`src/hdl/rbp_pkg.sv`:
```
`default_nettype none
package rbp_pkg;

  localparam int MAX_PIXELS_DEF   = 4096;
  localparam int MAX_CHANNELS_DEF = 8;

  localparam int CFG_IDX_W  = 2;
  localparam int CFG_DATA_W = 13;

  localparam logic [CFG_IDX_W-1:0] CFG_PIXELS_PER_LINE    = 2'd0;
  localparam logic [CFG_IDX_W-1:0] CFG_CHANNEL_COUNT      = 2'd1;
  localparam logic [CFG_IDX_W-1:0] CFG_BYTES_PER_SAMPLE   = 2'd2;
  localparam logic [CFG_IDX_W-1:0] CFG_LITTLE_ENDIAN_HOST = 2'd3;

  localparam int PPL_RESET = 1024;
  localparam int CH_RESET  = 4;
  localparam int NB_RESET  = 1;
  localparam logic LE_RESET = 1'b1;

  typedef struct packed {
    logic       chunk_start;
    logic [7:0] stream_byte;
  } item_t;

  typedef struct packed {
    logic        overrun;
    logic        chunk_done;
    logic        plane_done;
    logic [11:0] first_pixel;
    logic [1:0]  plane_number;
    logic [7:0]  repeat_count;
    logic [7:0]  write_value;
    logic [16:0] write_offset;
  } result_t;

endpackage
`default_nettype wire

```
`src/hdl/rbp_cfg.sv`:
```
`default_nettype none
module rbp_cfg
  import rbp_pkg::*;
#(
  parameter int MAX_PIXELS   = MAX_PIXELS_DEF,
  parameter int MAX_CHANNELS = MAX_CHANNELS_DEF,
  localparam int PW  = $clog2(MAX_PIXELS + 1),
  localparam int CHW = $clog2(MAX_CHANNELS + 1),
  localparam int SW  = CHW + 3
) (
  input  wire logic                  clk,
  input  wire logic                  rst,
  input  wire logic                  wr_valid,
  output logic                       wr_ready,
  input  wire logic [CFG_IDX_W-1:0]  wr_index,
  input  wire logic [CFG_DATA_W-1:0] wr_data,
  output logic [PW-1:0]              ppl,
  output logic [SW-1:0]              stride,
  output logic [2:0]                 nbytes,
  output logic                       little_endian
);

  localparam int PXW = (PW > CFG_DATA_W) ? PW : CFG_DATA_W;
  localparam int HW  = (CHW > 4) ? CHW : 4;
  localparam int PPL_RST = (MAX_PIXELS < PPL_RESET) ? MAX_PIXELS : PPL_RESET;
  localparam int CH_RST  = (MAX_CHANNELS < CH_RESET) ? MAX_CHANNELS : CH_RESET;

  logic [CHW-1:0] channels;
  logic [PW-1:0]  ppl_in;
  logic [CHW-1:0] ch_in;
  logic [2:0]     nb_in;
  logic [PXW-1:0] ppl_ext;
  logic [HW-1:0]  ch_ext;

  assign wr_ready = 1'b1;

  // clamp written values to the supported range
  always_comb begin
    ppl_ext = PXW'(wr_data);
    ch_ext  = HW'(wr_data[3:0]);
    if (wr_data == '0) begin
      ppl_in = PW'(1);
    end else if (ppl_ext > PXW'(MAX_PIXELS)) begin
      ppl_in = PW'(MAX_PIXELS);
    end else begin
      ppl_in = PW'(ppl_ext);
    end
    if (wr_data[3:0] == 4'd0) begin
      ch_in = CHW'(1);
    end else if (ch_ext > HW'(MAX_CHANNELS)) begin
      ch_in = CHW'(MAX_CHANNELS);
    end else begin
      ch_in = CHW'(ch_ext);
    end
    if (wr_data[2:0] == 3'd0) begin
      nb_in = 3'd1;
    end else if (wr_data[2:0] > 3'd4) begin
      nb_in = 3'd4;
    end else begin
      nb_in = wr_data[2:0];
    end
  end

  always_ff @(posedge clk) begin
    if (rst) begin
      ppl           <= PW'(PPL_RST);
      channels      <= CHW'(CH_RST);
      nbytes        <= 3'(NB_RESET);
      little_endian <= LE_RESET;
      stride        <= SW'(CH_RST * NB_RESET);
    end else if (wr_valid) begin
      unique case (wr_index)
        CFG_PIXELS_PER_LINE: begin
          ppl <= ppl_in;
        end
        CFG_CHANNEL_COUNT: begin
          channels <= ch_in;
          stride   <= SW'(ch_in) * SW'(nbytes);
        end
        CFG_BYTES_PER_SAMPLE: begin
          nbytes <= nb_in;
          stride <= SW'(channels) * SW'(nb_in);
        end
        CFG_LITTLE_ENDIAN_HOST: begin
          little_endian <= wr_data[0];
        end
      endcase
    end
  end

endmodule
`default_nettype wire

```
`src/hdl/rbp_in_reg.sv`:
```
`default_nettype none
module rbp_in_reg
  import rbp_pkg::*;
(
  input  wire logic  clk,
  input  wire logic  rst,
  input  wire logic  in_valid,
  output logic       in_ready,
  input  wire item_t in_item,
  output logic       held_valid,
  output item_t      held_item,
  input  wire logic  consume
);

  assign in_ready = !held_valid || consume;

  always_ff @(posedge clk) begin
    if (rst) begin
      held_valid <= 1'b0;
    end else if (in_valid && in_ready) begin
      held_valid <= 1'b1;
    end else if (consume) begin
      held_valid <= 1'b0;
    end
  end

  always_ff @(posedge clk) begin
    if (in_valid && in_ready) begin
      held_item <= in_item;
    end
  end

endmodule
`default_nettype wire

```
`src/hdl/rbp_decode.sv`:
```
`default_nettype none
module rbp_decode
  import rbp_pkg::*;
#(
  parameter int MAX_PIXELS   = MAX_PIXELS_DEF,
  parameter int MAX_CHANNELS = MAX_CHANNELS_DEF,
  localparam int PW  = $clog2(MAX_PIXELS + 1),
  localparam int CHW = $clog2(MAX_CHANNELS + 1),
  localparam int SW  = CHW + 3
) (
  input  wire logic          clk,
  input  wire logic          rst,
  input  wire logic          item_valid,
  input  wire item_t         item,
  input  wire logic          slot_free,
  output logic               consume,
  output logic               res_valid,
  output result_t            res,
  input  wire logic [PW-1:0] ppl,
  input  wire logic [SW-1:0] stride,
  input  wire logic [2:0]    nbytes,
  input  wire logic          little_endian
);

  localparam int LW = (PW > 8) ? PW : 8;
  localparam int MW = 8 + SW;

  typedef enum logic [1:0] {
    PH_HEADER,
    PH_RUN,
    PH_LITERAL,
    PH_DISCARD
  } phase_t;

  phase_t      phase, c_phase, phase_next;
  logic [7:0]  lit, c_lit, lit_next;
  logic [7:0]  run, c_run, run_next;
  logic [PW-1:0] pix, c_pix, pix_next;
  logic [1:0]  plane, c_plane, plane_next;
  logic [16:0] addr, c_addr, addr_next;
  logic        fin, c_fin, fin_next;

  logic [7:0]    rest;
  logic [7:0]    want;
  logic          more;
  logic [PW-1:0] left;
  logic          cut;
  logic [7:0]    count;
  logic          pdone;
  logic [2:0]    plane_inc;
  logic          last;
  logic [MW-1:0] step;
  logic          emit;

  function automatic logic [16:0] plane_base(input logic [2:0] n, input logic le,
                                             input logic [1:0] p);
    logic [2:0] hi;
    begin
      hi = n - 3'd1 - {1'b0, p};
      return 17'(le ? hi : {1'b0, p});
    end
  endfunction

  assign consume = item_valid && slot_free;

  // state as seen by this byte, after an optional chunk restart
  always_comb begin
    if (item.chunk_start) begin
      c_phase = PH_HEADER;
      c_lit   = '0;
      c_run   = '0;
      c_pix   = '0;
      c_plane = '0;
      c_fin   = 1'b0;
      c_addr  = plane_base(nbytes, little_endian, 2'd0);
    end else begin
      c_phase = phase;
      c_lit   = lit;
      c_run   = run;
      c_pix   = pix;
      c_plane = plane;
      c_fin   = fin;
      c_addr  = addr;
    end
  end

  // write descriptor
  always_comb begin
    rest      = (c_lit != 8'd0) ? c_lit - 8'd1 : 8'd0;
    want      = (c_phase == PH_RUN) ? c_run : 8'd1;
    more      = (c_phase == PH_LITERAL) && (rest != 8'd0);
    left      = (c_pix < ppl) ? ppl - c_pix : PW'(1);
    cut       = LW'(want) > LW'(left);
    count     = cut ? 8'(left) : want;
    pdone     = LW'(count) == LW'(left);
    plane_inc = {1'b0, c_plane} + 3'd1;
    last      = plane_inc >= nbytes;
    step      = MW'(count) * MW'(stride);
  end

  always_comb begin
    phase_next = c_phase;
    lit_next   = c_lit;
    run_next   = c_run;
    pix_next   = c_pix;
    plane_next = c_plane;
    addr_next  = c_addr;
    fin_next   = c_fin;
    emit       = 1'b0;
    if (!c_fin) begin
      unique case (c_phase)
        PH_RUN: begin
          emit       = 1'b1;
          phase_next = PH_HEADER;
        end
        PH_LITERAL: begin
          emit     = 1'b1;
          lit_next = rest;
          if (rest == 8'd0) begin
            phase_next = PH_HEADER;
          end else if (pdone) begin
            phase_next = PH_DISCARD;
          end
        end
        PH_DISCARD: begin
          lit_next = rest;
          if (rest == 8'd0) begin
            phase_next = PH_HEADER;
          end
        end
        PH_HEADER: begin
          if (!item.stream_byte[7]) begin
            run_next   = item.stream_byte + 8'd1;
            phase_next = PH_RUN;
          end else begin
            lit_next   = (~item.stream_byte) + 8'd1;
            phase_next = PH_LITERAL;
          end
        end
      endcase
    end
    if (emit) begin
      if (pdone) begin
        plane_next = plane_inc[1:0];
        if (last) begin
          fin_next = 1'b1;
          pix_next = ppl;
        end else begin
          pix_next  = '0;
          addr_next = plane_base(nbytes, little_endian, plane_inc[1:0]);
        end
      end else begin
        pix_next  = c_pix + PW'(count);
        addr_next = c_addr + 17'(step);
      end
    end
  end

  always_comb begin
    res_valid        = consume && emit;
    res.write_offset = c_addr;
    res.write_value  = item.stream_byte;
    res.repeat_count = count;
    res.plane_number = c_plane;
    res.first_pixel  = 12'(c_pix);
    res.plane_done   = pdone;
    res.chunk_done   = pdone && last;
    res.overrun      = cut || (pdone && more);
  end

  always_ff @(posedge clk) begin
    if (rst) begin
      phase <= PH_HEADER;
      lit   <= '0;
      run   <= '0;
      pix   <= '0;
      plane <= '0;
      addr  <= '0;
      fin   <= 1'b0;
    end else if (consume) begin
      phase <= phase_next;
      lit   <= lit_next;
      run   <= run_next;
      pix   <= pix_next;
      plane <= plane_next;
      addr  <= addr_next;
      fin   <= fin_next;
    end
  end

endmodule
`default_nettype wire

```
`src/hdl/rbp_out_reg.sv`:
```
`default_nettype none
module rbp_out_reg
  import rbp_pkg::*;
(
  input  wire logic    clk,
  input  wire logic    rst,
  input  wire logic    load,
  input  wire result_t load_res,
  output logic         slot_free,
  output logic         out_valid,
  input  wire logic    out_ready,
  output result_t      out_res
);

  assign slot_free = !out_valid || out_ready;

  always_ff @(posedge clk) begin
    if (rst) begin
      out_valid <= 1'b0;
    end else if (load) begin
      out_valid <= 1'b1;
    end else if (out_ready) begin
      out_valid <= 1'b0;
    end
  end

  always_ff @(posedge clk) begin
    if (load) begin
      out_res <= load_res;
    end
  end

endmodule
`default_nettype wire

```
`src/hdl/rla_byte_plane_rle_decoder.sv`:
```
// Byte-plane run-length decoder for channel chunks.
// s_axis: one compressed byte per transfer; tuser flags the first byte of a
//   chunk and restarts the decoder. Header bytes, literal bytes past the
//   plane end and bytes after the chunk end produce no output.
// m_axis: one write descriptor per data byte (offset, value, repeat count,
//   plane, first pixel); tlast marks the write that completes the chunk.
// cfg: register writes (index, data), always ready; write only while idle.
// Path: each byte is held in the input register, decoded, and its result
//   registered in the output register, where it is presented.
// Throughput: one byte per cycle while m_axis_tready stays high; the decode
//   state (phase, pixel index, plane, address) is computed combinationally
//   between the input register and the output register.
// Reset: configuration returns to its defaults, decoding starts at plane 0,
//   offset 0, expecting a header byte.
// Stall: while m_axis_tready is low the held result waits; one more byte
//   sits in the input register, then s_axis_tready drops.
`default_nettype none
module rla_byte_plane_rle_decoder
  import rbp_pkg::*;
#(
  parameter int MAX_PIXELS   = MAX_PIXELS_DEF,
  parameter int MAX_CHANNELS = MAX_CHANNELS_DEF
) (
  input  wire logic                  clk,
  input  wire logic                  rst,
  input  wire logic                  s_axis_tvalid,
  output logic                       s_axis_tready,
  input  wire logic [7:0]            s_axis_tdata,  // stream_byte
  input  wire logic                  s_axis_tuser,  // chunk_start
  output logic                       m_axis_tvalid,
  input  wire logic                  m_axis_tready,
  // write_offset, write_value, repeat_count, plane_number, first_pixel, pad
  output logic [47:0]                m_axis_tdata,
  output logic [1:0]                 m_axis_tuser,  // plane_done, overrun
  output logic                       m_axis_tlast,  // chunk_done
  input  wire logic                  cfg_valid,
  output logic                       cfg_ready,
  input  wire logic [CFG_IDX_W-1:0]  cfg_index,
  input  wire logic [CFG_DATA_W-1:0] cfg_data
);

  localparam int PW  = $clog2(MAX_PIXELS + 1);
  localparam int CHW = $clog2(MAX_CHANNELS + 1);
  localparam int SW  = CHW + 3;

  logic [PW-1:0] ppl;
  logic [SW-1:0] stride;
  logic [2:0]    nbytes;
  logic          little_endian;

  item_t   in_item;
  item_t   held_item;
  logic    held_valid;
  logic    consume;
  logic    slot_free;
  logic    res_valid;
  result_t res;
  result_t out_res;

  assign in_item.stream_byte = s_axis_tdata;
  assign in_item.chunk_start = s_axis_tuser;

  rbp_cfg #(
    .MAX_PIXELS   (MAX_PIXELS),
    .MAX_CHANNELS (MAX_CHANNELS)
  ) u_cfg (
    .clk           (clk),
    .rst           (rst),
    .wr_valid      (cfg_valid),
    .wr_ready      (cfg_ready),
    .wr_index      (cfg_index),
    .wr_data       (cfg_data),
    .ppl           (ppl),
    .stride        (stride),
    .nbytes        (nbytes),
    .little_endian (little_endian)
  );

  rbp_in_reg u_in (
    .clk        (clk),
    .rst        (rst),
    .in_valid   (s_axis_tvalid),
    .in_ready   (s_axis_tready),
    .in_item    (in_item),
    .held_valid (held_valid),
    .held_item  (held_item),
    .consume    (consume)
  );

  rbp_decode #(
    .MAX_PIXELS   (MAX_PIXELS),
    .MAX_CHANNELS (MAX_CHANNELS)
  ) u_dec (
    .clk           (clk),
    .rst           (rst),
    .item_valid    (held_valid),
    .item          (held_item),
    .slot_free     (slot_free),
    .consume       (consume),
    .res_valid     (res_valid),
    .res           (res),
    .ppl           (ppl),
    .stride        (stride),
    .nbytes        (nbytes),
    .little_endian (little_endian)
  );

  rbp_out_reg u_out (
    .clk       (clk),
    .rst       (rst),
    .load      (res_valid),
    .load_res  (res),
    .slot_free (slot_free),
    .out_valid (m_axis_tvalid),
    .out_ready (m_axis_tready),
    .out_res   (out_res)
  );

  assign m_axis_tdata = {1'b0, out_res.first_pixel, out_res.plane_number,
                         out_res.repeat_count, out_res.write_value, out_res.write_offset};
  assign m_axis_tuser = {out_res.overrun, out_res.plane_done};
  assign m_axis_tlast = out_res.chunk_done;

endmodule
`default_nettype wire

```
`config.mk`:
```
export PLATFORM = sky130hd
export DESIGN_NAME = rla_byte_plane_rle_decoder
export DESIGN_NICKNAME = d
export VERILOG_FILES = /design/src/hdl/rbp_pkg.sv /design/src/hdl/rbp_cfg.sv /design/src/hdl/rbp_in_reg.sv /design/src/hdl/rbp_decode.sv /design/src/hdl/rbp_out_reg.sv /design/src/hdl/rla_byte_plane_rle_decoder.sv
export SDC_FILE = /design/constraint.sdc
export NUM_CORES = 1
export LEC_CHECK = 0
export ABC_CLOCK_PERIOD_IN_PS = 11350
export CORE_ASPECT_RATIO = 0.75
export CORE_MARGIN = 3
export CORE_UTILIZATION = 30
export CTS_CLUSTER_DIAMETER = 50
export DETAILED_ROUTE_END_ITERATION = 6
export DONT_BUFFER_PORTS = 1
export SYNTH_ARGS = -nofsm -noshare
export SYNTH_HDL_FRONTEND = slang
export SYNTH_SLANG_ARGS = --single-unit
export TNS_END_PERCENT = 30
```
`constraint.sdc`:
```
create_clock -name clk -period 11.35 [get_ports clk]
set_input_delay 1.7025 -clock clk [delete_from_list [all_inputs] [get_ports clk]]
set_output_delay 1.7025 -clock clk [all_outputs]
set_load 0.01 [all_outputs]
```
; Word level (Yosys, flattened, before mapping)
; Index checks and enable logic that the tools add are counted.
[word_totals]
ram_bits = 0
latch_bits = 0
regBits = 140
mem_bits_ro = 0
memories = 0
out_inout_bits = 54
[op_classes]
muxes = 49
div_mod_pow = 0
magnitude_cmp = 6
n_shift = 0
reduce_logical = 29
n_mul = 3
n_addsub = 9
bitwise = 1
eq_ne = 7
[ops]
columns = cell, count
row1 = 2-to-1 mux 13 bit, 7
row2 = 2-to-1 mux 8 bit, 10
row3 = 2-to-1 mux 17 bit, 4
row4 = 2-to-1 mux 2 bit, 9
row5 = adder 17 x 15 -> 17 bit, 1
row6 = adder 8 x 1 -> 8 bit (second input constant), 2
row7 = case mux 8 bit (2 select lines), 1
row8 = nonzero test 8 bit, 2
row9 = multiplier 8 x 7 -> 15 bit, 1
row10 = multiplier 4 x 3 -> 7 bit, 2
row11 = case mux 7 bit (2 select lines), 1
row12 = adder 13 x 8 -> 13 bit, 1
row13 = == test 8 x 13 -> 1 bit, 1
row14 = greater-than comparator 13 bit (second input constant), 1
row15 = greater-than comparator 8 x 13 -> 1 bit, 1
row16 = zero test 13 bit, 1
row17 = less-than comparator 13 bit, 1
row18 = subtractor 13 bit, 1
row19 = 2-to-1 mux 3 bit, 4
row20 = 2-to-1 mux 1 bit, 10
row21 = AND reduction 2 bit, 5
row22 = == test 2 bit (second input constant), 4
row23 = zero test 8 bit, 1
row24 = 2-to-1 mux 4 bit, 2
row25 = 18 further kinds, 31

; Depth between registers and ports, before layout
[depth]
word_depth = 10
mapped_depth = 44
depth_no_buf = 39

; Cells and area by module
; A second synthesis with hierarchy kept.
[hier_totals]
hier_cells = 1206
area_unflattened_um2 = 10990.5
[by_module_without_submodules]
columns = mod, instances, cells_each, seq_area_each_um2, area_per_inst_um2
row1 = rbp_decode, 1, 932, 1021.0, 7314.5
row2 = rbp_cfg, 1, 204, 560.5, 1791.7
row3 = rbp_out_reg, 1, 54, 1521.5, 1547.7
row4 = rbp_in_reg, 1, 14, 290.3, 325.3
row5 = rla_byte_plane_rle_decoder, 1, 2, 0.0, 11.3

; Worst setup path after synthesis
; Ideal clock, no wire load.
[synth_path]
kind = flip-flop to flip-flop
from = reg, netlist name u_in.held_item[8]
to = reg u_dec.addr[16]
path_stages_with_launch = 42
slack_ps = 2744
arrival_time_ps = 8532
required_time_ps = 11276
setup_time_ps = 74
cell_sequence = edfxtp_1 > inv_1 > clkbuf_1 > clkbuf_1 > clkbuf_1 > nand2_1 > ha_1 > o211ai_1 > a21oi_1 > o2111ai_2 > a21oi_2 > buf_2 > nand2_1 > ha_1 > nor2b_1 > o21a_1 > o21a_1 > o21ai_0 > [... 6 more ...] > fa_1 > fa_1 > inv_1 > fa_1 > inv_1 > fa_1 > inv_1 > ha_1 > o21a_1 > o31a_1 > o211ai_1 > a21oi_1 > nor3_1 > o41ai_1 > a21oi_1 > xnor2_1 > nand3b_1 > a31oi_1
[synth_lines]
columns = item, line
row1 = to (signal assigned), rbp_decode.sv:186  ; addr <= addr_next;
row2 = to (decl), rbp_decode.sv:40  ; logic [16:0] addr, c_addr, addr_next;

==> results.sh <==
export IMPL_clk_path_buf_depth=2
export IMPL_cts_tree="done"
export IMPL_wire_per_inst_um=18.36
export IMPL_synth_top_area_share_pct=16.48
export IMPL_syn_area_mm2=0.01075
export IMPL_cp_slowest_cell="mux2i_1"
export IMPL_wl_mm=30.35
export IMPL_dp_slack_ps=1869
export IMPL_gp_congestion=0.9089
export IMPL_io_buffer_count=0
export IMPL_area_growth_pct=9.546
export IMPL_crit_cells=37
export IMPL_rows=59
export IMPL_syn_nets=1378
export IMPL_root_buffer="clkbuf_16"
export IMPL_grt_pass1_vias=8113
export IMPL_antenna_found_initial=3
export IMPL_max_stage_delay_ps=760
export IMPL_drv_slew=0
export IMPL_p_per_area_mw_per_mm2=112.0
export IMPL_power_frac_seq_pct=41.9
export IMPL_grt_overflow_total=0
export IMPL_critPathBufInv=5
export IMPL_vias=8531
export IMPL_worstPathMaxFanout=29
export IMPL_slew_headroom_pct=23.83
export IMPL_skew_ps=8.930
export IMPL_yosys_cell_types_count=76
export IMPL_yosysMostFrequentCell="inv_1"
export IMPL_path_clk_slew_ps=60
export IMPL_min_from="u_dec.addr[5]"
export IMPL_required_ps=11720
export IMPL_power_leakage_nw=5.169
export IMPL_drive_gt1_share_pct=4.682
export IMPL_synth_area_leader_cell="edfxtp_1"
export IMPL_rsz0062_at_grt="false"
export IMPL_postSynthCellCount=1199
export IMPL_cap_violations=0
export IMPL_grt_max_degree=62
export IMPL_arrival_ps=9970
export IMPL_setup_violations=0
export IMPL_diodes=0
export IMPL_synth_area_top_cells="edfxtp_1, dfxtp_1, ha_1"
export IMPL_crit_family="compound AO/OA/AOI/OAI gates"
export IMPL_clock_latency_ps=450
export IMPL_synth_warnings=0
export IMPL_synthArstFlopShare_pct=0
export IMPL_rr_worst_depth=37
export IMPL_hold_depth=1
export IMPL_cts_max_level=4
export IMPL_peakVddDrop_mv=0.1142
export IMPL_tightestPinTransition_ps=1143
export IMPL_die_width_um=224.6
export IMPL_drtAntennaViolNets=0
export IMPL_initial_core_util_pct=30.72
export IMPL_die_y_um=169.9
export IMPL_die_area_mm2=0.03816
export IMPL_p_int_mw=0.9500
export IMPL_switching_share_pct=27.97
export IMPL_hold_viol=0
export IMPL_hpwl_mm=23.74
export IMPL_synth_edff_count=59
export IMPL_fin_ws_ps=1751
export IMPL_fin_crit_sh_pct=84.57
export IMPL_cp_end_kind="flip-flop"
export IMPL_drt_pass1_iterations=5
export IMPL_post_cts_buffers=0
export IMPL_synth_main_ff_cell="dfxtp_1"
export IMPL_cts_resized=0
export IMPL_p_comb_share_pct=14.7
export IMPL_io_pins=83
export IMPL_crit_path_start="u_in.held_item[8]"
export IMPL_ys_seq_area_share_pct=31.57
export IMPL_status="finished clean"
export IMPL_crit_path_start_kind="flip-flop"
export IMPL_max_freq_mhz=104.2
export IMPL_fp_coreArea_mm2=0.03499
export IMPL_critPathKind="flip-flop to flip-flop"
export IMPL_drt_iter0_markers=800
export IMPL_cts_inserted_buffers=17
export IMPL_ctsHoldBuffers=0
export IMPL_avgSynthCellArea_um2=8.964
export IMPL_clkPwrFrac_pct=43.4
export IMPL_synthTopCellsByCount="inv_1, nand2_1, ha_1"
export IMPL_post_route_min_period_ps=9599
export IMPL_p_sw_mw=0.3689
export IMPL_viasPerCell=5.161
export IMPL_finalSetupTns_ps=0
export IMPL_ys_ff_latch=140
export IMPL_hp_class="flip-flop to flip-flop"
export IMPL_nFillCells=3630
export IMPL_clock_sinks=140
export IMPL_drc=0
export IMPL_rr_startpoint="u_in.held_item[8]"
export IMPL_final_nets=1362
export IMPL_grt_usage_pct=16.15
export IMPL_grt_pass1_wl_mm=47.45
## power by group through the flow
stage	Clock, mW	Sequential, mW	Combinational (mW)
2_1_floorplan	0	0.554	0.152
3_3_place_gp	0	0.563	0.190
3_5_place_dp	0	0.563	0.192
4_1_cts	0.587	0.552	0.193
5_1_grt	0.606	0.554	0.214
6_report	0.573	0.553	0.193
## through the flow
step	utilization [%]	std cells	instance area, um2	hold slack (ps)	power, mW
global route	33.65	1653	11770	468.4	1.374
floorplan	-	1199	10750	424.4	0.7060
finish	33.65	1653	11770	450.8	1.319
global placement	31.99	1621	11190	438.2	0.7531
CTS	33.65	1653	11770	451.7	1.332
detailed placement	31.99	1621	11190	438.7	0.7549
## layout by cell type (no fill, tap or decap), types with 7 or more instances in the layout
| master | instances |
|---|---|
| nand3_1 | 30 |
| o21a_1 | 8 |
| clkbuf_16 | 17 |
| inv_1 | 139 |
| or3_1 | 7 |
| xnor2_1 | 31 |
| nor3_1 | 18 |
| a31oi_1 | 9 |
| fa_1 | 51 |
| dfxtp_1 | 81 |
| nand2_1 | 136 |
| edfxtp_1 | 59 |
| o2bb2ai_1 | 8 |
| o21ai_0 | 33 |
| a22o_1 | 9 |
| o211ai_1 | 12 |
| a22oi_1 | 20 |
| and2_1 | 57 |
| mux2i_1 | 23 |
| nor2_1 | 77 |
| nand4_1 | 10 |
| xor2_1 | 15 |
| buf_4 | 8 |
| nand2b_1 | 7 |
| a21o_1 | 21 |
| ha_1 | 99 |
| nor2b_1 | 32 |
| a21oi_1 | 51 |
## cell type report
class	count	area (um2)	share of cell area (%)
clock buffer	21	440.4	3.741
inverter	141	529.3	4.495
timing repair buffer	8	60.06	0.5101
tap	457	571.8	4.857
sequential	140	3393	28.82
multi-input combinational	875	6638	56.38
clock inverter	11	141.4	1.201
## logic make-up after synthesis
family	synth area share (%)
and+or+nand+nor	18.57
AOI/OAI and AO/OA	16.21
buffers and inverters	6.670
adders and majority gates	21.02
DFF	31.57
xor gates and xnor gates	3.749
muxes	2.142
other	0.06987
## routing by layer
metal,up-vias,global-route usage (%),share of wire [%]
met5,-,0,0.11
met4,4,3.839,1.0
met3,22,4.553,7.7
met2,262,23.04,41
met1,4123,23.96,50
li1,4120,-,-
## flip-flops by register name (all words and copies together), names as in the netlist, 3 cells and up
name            flops
u_cfg.channels      4
u_cfg.nbytes        3
u_cfg.ppl          13
u_cfg.stride        7
u_dec.addr         17
u_dec.lit           8
u_dec.pix          13
u_dec.run           8
u_in.held_item      9
u_out.out_res      50
## final timing paths
kind	end	slack [ps]
worst max-delay path	u_dec.addr[16]	1750
worst min-delay path	u_dec.addr[5]	450
worst max register to register	u_dec.addr[16]	1750
worst min register to register	u_dec.addr[5]	450
(Power assumes the default switching activity.)
